--- src/design/oe2u_pkg.sv ---
// shared constants, types and helper functions for the escape decoder
package oe2u_pkg;

  // look-ahead window: six held bytes plus the arriving byte
  localparam int WinLen   = 7;
  localparam int HeldLen  = WinLen - 1;
  // result queue depth: one waiting result plus a full window flush
  localparam int BufDepth = WinLen + 1;

  localparam int FillW = $clog2(WinLen);
  localparam int CntW  = $clog2(BufDepth + 1);

  // character codes
  localparam logic [7:0] ChUnder = 8'h5F;
  localparam logic [7:0] ChLowX  = 8'h78;
  localparam logic [7:0] ChZero  = 8'h30;
  localparam logic [7:0] ChNine  = 8'h39;
  localparam logic [7:0] ChLowA  = 8'h61;
  localparam logic [7:0] ChLowF  = 8'h66;
  localparam logic [7:0] ChUpA   = 8'h41;
  localparam logic [7:0] ChUpF   = 8'h46;

  // utf-8 encoding constants
  localparam logic [15:0] Utf8Lim1 = 16'h0080;
  localparam logic [15:0] Utf8Lim2 = 16'h0800;
  localparam logic [7:0]  Utf8Lead2 = 8'hC0;
  localparam logic [7:0]  Utf8Lead3 = 8'hE0;
  localparam logic [7:0]  Utf8Cont  = 8'h80;

  typedef logic [7:0] byte_t;

  // one entry of the result queue
  typedef struct packed {
    byte_t data;
    logic  run_last;
    logic  string_end;
  } res_t;

  // true for 0-9, a-f, A-F
  function automatic logic hex_ok(input byte_t c);
    hex_ok = ((c >= ChZero) && (c <= ChNine)) ||
             ((c >= ChLowA) && (c <= ChLowF)) ||
             ((c >= ChUpA)  && (c <= ChUpF));
  endfunction

  // nibble value of a hex digit, don't care for anything else
  function automatic logic [3:0] hex_val(input byte_t c);
    byte_t t;
    t = 8'h00;
    if ((c >= ChZero) && (c <= ChNine)) begin
      t = c - ChZero;
    end else if ((c >= ChLowA) && (c <= ChLowF)) begin
      t = c - ChLowA + 8'd10;
    end else begin
      t = c - ChUpA + 8'd10;
    end
    hex_val = t[3:0];
  endfunction

endpackage

--- src/design/oe2u_in_if.sv ---
// input channel: one string byte with its final-byte flag
interface oe2u_in_if;
  logic             valid;
  logic             ready;
  oe2u_pkg::byte_t  in_byte;
  logic             in_last;

  modport source (output valid, output in_byte, output in_last, input ready);
  modport sink   (input valid, input in_byte, input in_last, output ready);
endinterface

--- src/design/oe2u_out_if.sv ---
// output channel: one decoded byte with its run and string end flags
interface oe2u_out_if;
  logic             valid;
  logic             ready;
  oe2u_pkg::byte_t  out_byte;
  logic             run_last;
  logic             string_end;

  modport source (output valid, output out_byte, output run_last, output string_end,
                  input ready);
  modport sink   (input valid, input out_byte, input run_last, input string_end,
                  output ready);
endinterface

--- src/design/ooxml_escape_to_utf8.sv ---
// top level of the _xHHHH_ escape to utf-8 decoder
// Decodes a byte stream in one pass: each accepted byte joins a six-byte held
// window, the seven-byte view is checked for an _xHHHH_ escape, and the bytes it
// produces (the oldest byte, the one to three utf-8 bytes of an escape, or the
// whole window flush on a final byte) are loaded into an eight-entry result queue
// in the same cycle. The queue drains one byte per cycle on the output channel
// while the output is ready, so plain text runs at one byte per cycle; an escape
// yields as many output bytes as its utf-8 length and a final byte up to seven.
// Input is taken whenever the queue holds at most one result, so a single stalled
// result does not block the input side. Results reach the output from registers.
module ooxml_escape_to_utf8 (
  input  logic              clk_i,
  input  logic              rst_ni,
  oe2u_in_if.sink           in_i,
  oe2u_out_if.source        out_o
);

  localparam int HeldLen  = oe2u_pkg::HeldLen;
  localparam int WinLen   = oe2u_pkg::WinLen;
  localparam int BufDepth = oe2u_pkg::BufDepth;
  localparam int FillW    = oe2u_pkg::FillW;
  localparam int CntW     = oe2u_pkg::CntW;

  // held window and its fill level
  oe2u_pkg::byte_t  win_q [HeldLen];
  oe2u_pkg::byte_t  win_d [HeldLen];
  logic [FillW-1:0] fill_q, fill_d;

  // result queue, head at entry zero
  oe2u_pkg::res_t   buf_q [BufDepth];
  oe2u_pkg::res_t   buf_d [BufDepth];
  logic [CntW-1:0]  cnt_q, cnt_d;

  oe2u_pkg::byte_t  cand [WinLen];
  oe2u_pkg::res_t   res  [WinLen];
  logic [FillW-1:0] res_cnt;
  logic             full, esc, push, pop;
  logic [15:0]      cp;
  logic [CntW-1:0]  base;

  assign push = in_i.valid && in_i.ready;
  assign pop  = out_o.valid && out_o.ready;

  // handshake and head of the queue
  assign in_i.ready       = (cnt_q <= CntW'(BufDepth - WinLen));
  assign out_o.valid      = (cnt_q != '0);
  assign out_o.out_byte   = buf_q[0].data;
  assign out_o.run_last   = buf_q[0].run_last;
  assign out_o.string_end = buf_q[0].string_end;

  // seven-byte view: held bytes below the fill level, then the arriving byte
  always_comb begin
    for (int k = 0; k < HeldLen; k++) begin
      cand[k] = (FillW'(k) < fill_q) ? win_q[k] : in_i.in_byte;
    end
    cand[WinLen-1] = in_i.in_byte;
  end

  // escape match and code point
  always_comb begin
    full = (fill_q == FillW'(HeldLen));
    esc  = full && (cand[0] == oe2u_pkg::ChUnder) && (cand[1] == oe2u_pkg::ChLowX) &&
           (cand[WinLen-1] == oe2u_pkg::ChUnder) &&
           oe2u_pkg::hex_ok(cand[2]) && oe2u_pkg::hex_ok(cand[3]) &&
           oe2u_pkg::hex_ok(cand[4]) && oe2u_pkg::hex_ok(cand[5]);
    cp   = {oe2u_pkg::hex_val(cand[2]), oe2u_pkg::hex_val(cand[3]),
            oe2u_pkg::hex_val(cand[4]), oe2u_pkg::hex_val(cand[5])};
  end

  // results of this transfer, in output order
  always_comb begin
    for (int k = 0; k < WinLen; k++) begin
      res[k].data       = cand[k];
      res[k].run_last   = 1'b0;
      res[k].string_end = 1'b0;
    end
    if (esc) begin
      if (cp < oe2u_pkg::Utf8Lim1) begin
        res[0].data = cp[7:0];
        res_cnt     = FillW'(1);
      end else if (cp < oe2u_pkg::Utf8Lim2) begin
        res[0].data = oe2u_pkg::Utf8Lead2 | {3'b000, cp[10:6]};
        res[1].data = oe2u_pkg::Utf8Cont  | {2'b00, cp[5:0]};
        res_cnt     = FillW'(2);
      end else begin
        res[0].data = oe2u_pkg::Utf8Lead3 | {4'b0000, cp[15:12]};
        res[1].data = oe2u_pkg::Utf8Cont  | {2'b00, cp[11:6]};
        res[2].data = oe2u_pkg::Utf8Cont  | {2'b00, cp[5:0]};
        res_cnt     = FillW'(3);
      end
    end else if (in_i.in_last) begin
      res_cnt = fill_q + FillW'(1);
    end else if (full) begin
      res_cnt = FillW'(1);
    end else begin
      res_cnt = '0;
    end
    // flag the last result of this transfer
    for (int k = 0; k < WinLen; k++) begin
      if (FillW'(k) + FillW'(1) == res_cnt) begin
        res[k].run_last   = 1'b1;
        res[k].string_end = in_i.in_last;
      end
    end
  end

  // window update
  always_comb begin
    win_d  = win_q;
    fill_d = fill_q;
    if (push) begin
      if (in_i.in_last || esc) begin
        fill_d = '0;
      end else if (full) begin
        for (int k = 0; k < HeldLen; k++) begin
          win_d[k] = cand[k+1];
        end
        fill_d = FillW'(HeldLen);
      end else begin
        for (int k = 0; k < HeldLen; k++) begin
          if (FillW'(k) == fill_q) begin
            win_d[k] = in_i.in_byte;
          end
        end
        fill_d = fill_q + FillW'(1);
      end
    end
  end

  // result queue: shift out at the head, append new results behind the rest
  always_comb begin
    logic [CntW-1:0] idx;
    idx  = '0;
    base = cnt_q - CntW'(pop);
    for (int j = 0; j < BufDepth - 1; j++) begin
      buf_d[j] = pop ? buf_q[j+1] : buf_q[j];
    end
    buf_d[BufDepth-1] = buf_q[BufDepth-1];
    for (int j = 0; j < BufDepth; j++) begin
      idx = CntW'(j) - base;
      if (push && (CntW'(j) >= base) && (idx < CntW'(res_cnt))) begin
        buf_d[j] = res[idx[FillW-1:0]];
      end
    end
    cnt_d = base + (push ? CntW'(res_cnt) : CntW'(0));
  end

  // control state
  always_ff @(posedge clk_i or negedge rst_ni) begin
    if (!rst_ni) begin
      fill_q <= '0;
      cnt_q  <= '0;
    end else begin
      fill_q <= fill_d;
      cnt_q  <= cnt_d;
    end
  end

  // payload storage
  always_ff @(posedge clk_i) begin
    win_q <= win_d;
    buf_q <= buf_d;
  end

`ifndef SYNTHESIS
  // queue never overflows
  assert property (@(posedge clk_i) disable iff (!rst_ni) cnt_q <= CntW'(BufDepth))
    else $error("result queue overflow");

  // held window never exceeds six bytes
  assert property (@(posedge clk_i) disable iff (!rst_ni) fill_q <= FillW'(HeldLen))
    else $error("window fill out of range");

  // a final byte leaves the window empty
  assert property (@(posedge clk_i) disable iff (!rst_ni)
                   (in_i.valid && in_i.ready && in_i.in_last) |=> (fill_q == '0))
    else $error("window not flushed after final byte");

  // a stalled result is never dropped
  assert property (@(posedge clk_i) disable iff (!rst_ni)
                   (out_o.valid && !out_o.ready) |=> (out_o.valid &&
                   $stable(out_o.out_byte) && (cnt_q >= $past(cnt_q))))
    else $error("stalled result lost");
`endif

endmodule
--- src/flat_wrapper.sv ---
// flat-port wrapper written by rule: the top's interface ports become plain ports
module ooxml_escape_to_utf8_flat 
  (clk_i, rst_ni, in_i_valid, in_i_in_byte, in_i_in_last, in_i_ready, out_o_valid, out_o_out_byte, out_o_run_last, out_o_string_end, out_o_ready);
  oe2u_in_if in_i_i ();
  oe2u_out_if out_o_i ();
  input  logic clk_i;
  input  logic rst_ni;
  input wire logic [$bits(in_i_i.valid)-1:0] in_i_valid;
  input wire logic [$bits(in_i_i.in_byte)-1:0] in_i_in_byte;
  input wire logic [$bits(in_i_i.in_last)-1:0] in_i_in_last;
  output wire logic [$bits(in_i_i.ready)-1:0] in_i_ready;
  output wire logic [$bits(out_o_i.valid)-1:0] out_o_valid;
  output wire logic [$bits(out_o_i.out_byte)-1:0] out_o_out_byte;
  output wire logic [$bits(out_o_i.run_last)-1:0] out_o_run_last;
  output wire logic [$bits(out_o_i.string_end)-1:0] out_o_string_end;
  input wire logic [$bits(out_o_i.ready)-1:0] out_o_ready;
  assign in_i_i.valid = in_i_valid;
  assign in_i_i.in_byte = in_i_in_byte;
  assign in_i_i.in_last = in_i_in_last;
  assign in_i_ready = in_i_i.ready;
  assign out_o_valid = out_o_i.valid;
  assign out_o_out_byte = out_o_i.out_byte;
  assign out_o_run_last = out_o_i.run_last;
  assign out_o_string_end = out_o_i.string_end;
  assign out_o_i.ready = out_o_ready;
  ooxml_escape_to_utf8 u_core (.clk_i(clk_i), .rst_ni(rst_ni), .in_i(in_i_i), .out_o(out_o_i));
endmodule
--- config.mk ---
export PLATFORM = sky130hd
export DESIGN_NAME = ooxml_escape_to_utf8_flat
export DESIGN_NICKNAME = d
export VERILOG_FILES = /design/src/design/oe2u_pkg.sv /design/src/design/oe2u_in_if.sv /design/src/design/oe2u_out_if.sv /design/src/design/ooxml_escape_to_utf8.sv /design/src/flat_wrapper.sv
export SDC_FILE = /design/constraint.sdc
export NUM_CORES = 1
export LEC_CHECK = 0
export ABC_AREA = 1
export BUFFER_PORTS_ARGS = -buffer_cell sky130_fd_sc_hd__buf_2
export CAP_MARGIN = 20
export CORE_ASPECT_RATIO = 1.25
export CORE_MARGIN = 10
export CORE_UTILIZATION = 50
export CTS_CLUSTER_SIZE = 28
export DETAILED_ROUTE_END_ITERATION = 7
export PLACE_DENSITY = 0.68
export SLEW_MARGIN = 30
export SYNTH_ARGS = -nofsm -noshare
export SYNTH_HDL_FRONTEND = slang
export SYNTH_SLANG_ARGS = --single-unit
--- constraint.sdc ---
create_clock -name clk_i -period 4.3 [get_ports clk_i]
set_clock_uncertainty 0.05 [all_clocks]
set_input_delay 1.075 -clock clk_i [delete_from_list [all_inputs] [get_ports clk_i]]
set_output_delay 1.075 -clock clk_i [all_outputs]
set_load 0.02 [all_outputs]
==> impl_metrics.py <==
metrics = {
    "status": {
        "run_status": "finished clean",
    },
    "global_route": {
        "gr-usage-met2_pct": 50.3,
        "grt_max_degree": 70,
        "grt_pass1_vias": 11800,
        "antenna_found_initial": 0,
        "overflow": 0,
        "busiest_layer": "met2",
        "grt_pass1_wl_mm": 66.8,
        "gr-usage-met3_pct": 4.56,
        "track_usage_pct": 29.5,
        "grt_util_met1_pct": 32.3,
    },
    "yosys": {
        "netlist_area_mm2": 0.0113,
        "synth_mux_area_share_pct": 0,
        "yosysTopAreaCell": "edfxtp_1",
        "synth-compound-area-share_pct": 14.6,
        "avgSynthCellArea_um2": 6.84,
        "synth_cell_types": 46,
        "synthCells": 1652,
        "synth_seq_cells": 135,
        "yosys.area.top_type_share_pct": 34.0,
        "yosys_most_used_dff": "edfxtp_1",
        "yosysWarnings": 0,
        "syn-num-nets": 1708,
        "synth.most_common_cell": "nand2_1",
        "async_flop_share_pct": 5.19,
        "synth_edf_count": 128,
        "synthAdderAreaFrac_pct": 4.83,
        "synth_top_family_by_area": "simple AND/OR/NAND/NOR gates",
        "yosysSeqAreaShare_pct": 35.6,
        "synth_xor_xnor_area_share_pct": 1.24,
        "synth_simple_gate_area_share_pct": 36.1,
        "synth_area_leaders": "edfxtp_1 34%, nand2_1 20%, nand3_1 8.4%",
        "synthTopCellsByCount": "587 x nand2_1, 189 x nand3_1, 148 x o21ai_0",
    },
    "setup_path": {
        "path_max_fanout": 11,
        "critPathRequiredTime_ns": 4.45,
        "r2r-start": "u_core.fill_q[2]",
        "worstSetupPathType": "flip-flop to flip-flop",
        "end_kind": "flip-flop",
        "crit_arrival_ns": 4.15,
        "r2r_cells": 19,
        "critPathLaunchType": "flip-flop",
        "reg2reg_setup_slack_ns": 0.29,
        "regToRegEndpoint": "u_core.buf_q[30]",
    },
    "routing": {
        "wl_per_cell_um": 20.6,
        "drt-initial-drc-count": 1241,
        "routed_via_density": 5.81,
        "ant_nets": 0,
        "drc": 0,
        "wl_mm": 43.7,
        "vias": 12300,
        "drt_first_pass_iters": 8,
    },
    "sta": {
        "tightest_slew_ns": 0.765,
        "setup_viol": 0,
        "max_freq_ghz": 0.250,
        "hold_violations": 0,
        "drv_slew": 0,
        "fin_crit_sh_pct": 93.2,
        "slew_headroom_pct": 48.5,
        "fin_crit_ns": 4.01,
        "rsz0062_at_grt": "no",
        "setup_tns_ns": 0,
        "fin_ws_ns": 0.293,
    },
    "placed_design": {
        "placedInstanceArea_mm2": 0.0132,
        "dp_hpwl_mm": 35.1,
        "pre_cts_slack_ns": -0.157,
        "port_buffers": 24,
        "gp_congestion": 1.08,
    },
    "finish": {
        "area_delta_synth_final_pct": 22.7,
        "layout.nets": 1885,
        "drive_gt1_share_pct": 19.1,
        "n_antenna_cell": 0,
        "utilization_pct": 62.2,
        "fill_cells": 2083,
        "stdcell_area_mm2": 0.0139,
    },
    "die": {
        "die-area_mm2": 0.0290,
        "dieWidth_um": 154,
        "die_h_um": 188,
        "start_util_pct": 50.7,
        "rows": 61,
        "core_mm2": 0.0223,
        "io_pins": 25,
    },
    "job": {
        "maxCapViolCount": 0,
    },
    "clocking": {
        "htree_levels": 4,
        "cts_tree": "yes",
        "root_buffer": "clkbuf_16",
        "cts_buffers": 17,
        "path_clk_slew_ns": 0.06,
        "cts_setup_buffers": 0,
        "cts_max_path_buffers": 2,
        "clk_latency_ns": 0.45,
        "clock_sinks": 135,
    },
    "power_and_ir_drop": {
        "leakage_nw": 6.45,
        "worst_ir_drop_vdd_mv": 0.463,
        "power_w": 0.0123,
        "p_per_area_mw_per_mm2": 886,
    },
    "hold_path": {
        "hp-class": "primary input to async pin",
    },
}
==> logic make-up (layout without fill, tap and decap cells) <==
kind of cell             after synthesis  count (layout)
XOR/XNOR                              16              16
AO/OA/AOI/OAI                        288             288
AND/OR/NAND/NOR                      963             963
adder cells (fa/ha/maj)               43              43
flip-flops                           135             135
buffers and inverters                207             397
==> flip-flops by register name (all words and copies together), names as in the netlist <==
| register | count |
|---|---|
| u_core.buf_q | 70 |
| u_core.cnt_q | 4 |
| u_core.fill_q | 3 |
| u_core.out_o.out_byte | 8 |
| u_core.out_o.run_last | 1 |
| u_core.out_o.string_end | 1 |
| u_core.win_q | 48 |
==> through the flow <==
stage	hold WS (ns)	std cells
3_3_place_gp	0.449	2093
4_1_cts	0.416	2125
5_1_grt	0.423	2125
3_5_place_dp	0.452	2093
6_report	0.415	2125
2_1_floorplan	0.437	1652
==> area by class of cell <==
class | count | area, um^2 | share of cell area [%]
Tap cell | 283 | 354 | 2.55
Multi-Input combinational cell | 1310 | 6500 | 46.9
Clock buffer | 18 | 429 | 3.10
Inverter | 124 | 467 | 3.37
Timing Repair Buffer | 241 | 1920 | 13.9
Sequential cell | 135 | 4020 | 29.0
Clock inverter | 14 | 163 | 1.17
==> per-layer routing <==
layer  vias to the layer above  routed length, um
met2                       590              21100
met3                       177               2620
met1                      5653              16400
met4                         0               3610
met5                         -                  0
li1                       5925                  -
==> worst max-delay path: stages, from the launching register on <==
cell	delay, ns
dfrtp_2	0.48
inv_2	0.11
nor2_4	0.23
nand2_1	0.23
o21ai_2	0.20
inv_1	0.14
ha_1	0.23
nor3b_1	0.20
nor2_1	0.07
nand2_1	0.07
nand2_1	0.07
nand3_2	0.09
nand3_2	0.21
ha_1	0.28
nor4_1	0.39
a21boi_2	0.32
buf_12	0.17
nand2_1	0.05
inv_1	0.07
a21oi_1	0.07
==> how the worst max path moves through the flow <==
| stage | startpoint | endpoint | cells after the start |
|---|---|---|---|
| floorplan | out_o_ready | u_core.buf_q[10] | 18 |
| global placement | in_i_in_byte[7] | u_core.buf_q[67] | 21 |
| detailed placement | in_i_in_byte[7] | u_core.buf_q[27] | 21 |
| CTS | u_core.fill_q[2] | u_core.buf_q[27] | 22 |
| global route | u_core.fill_q[2] | u_core.out_o.out_byte[6] | 24 |
| finish | u_core.fill_q[2] | u_core.buf_q[30] | 19 |
==> power by group <==
group | switching [W] | internal (W) | leakage [nW] | total (W)
logic | 0.00605 | 0.00291 | 4.88 | 0.00896
registers | 0.0000860 | 0.00168 | 1.29 | 0.00177
clock network | 0.000672 | 0.000871 | 0.289 | 0.00154
total | 0.00681 | 0.00547 | 6.45 | 0.0123
==> placed cells by master (no fill, tap or decap), types with 4 or more instances in the layout <==
cell type  instances
a21oi_1           45
a31oi_1           12
buf_12            14
buf_2             24
buf_4            203
clkbuf_16         17
clkinv_1           5
dfrtp_1            5
edfxtp_1         128
ha_1              40
inv_1            105
inv_2             14
inv_6              4
nand2_1          581
nand2_2           19
nand2_4            7
nand3_1          188
nand4_1           19
nor2_1           116
nor2_2             6
nor2_4             4
nor3_1            10
o211ai_1          34
o21ai_0          146
o21ai_1           23
o21ai_2           11
or2_2              4
xnor2_1            4
xor2_1            12
==> repair_timing <==
| action | 4_1_cts | 5_1_grt |
|---|---|---|
| setup endpoints to repair | 0 | 34 |
| hold buffers | 0 | 0 |
| resized for setup | 0 | 10 |
| endpoints found under the hold margin | 0 | 0 |
(Power assumes the default switching activity.)
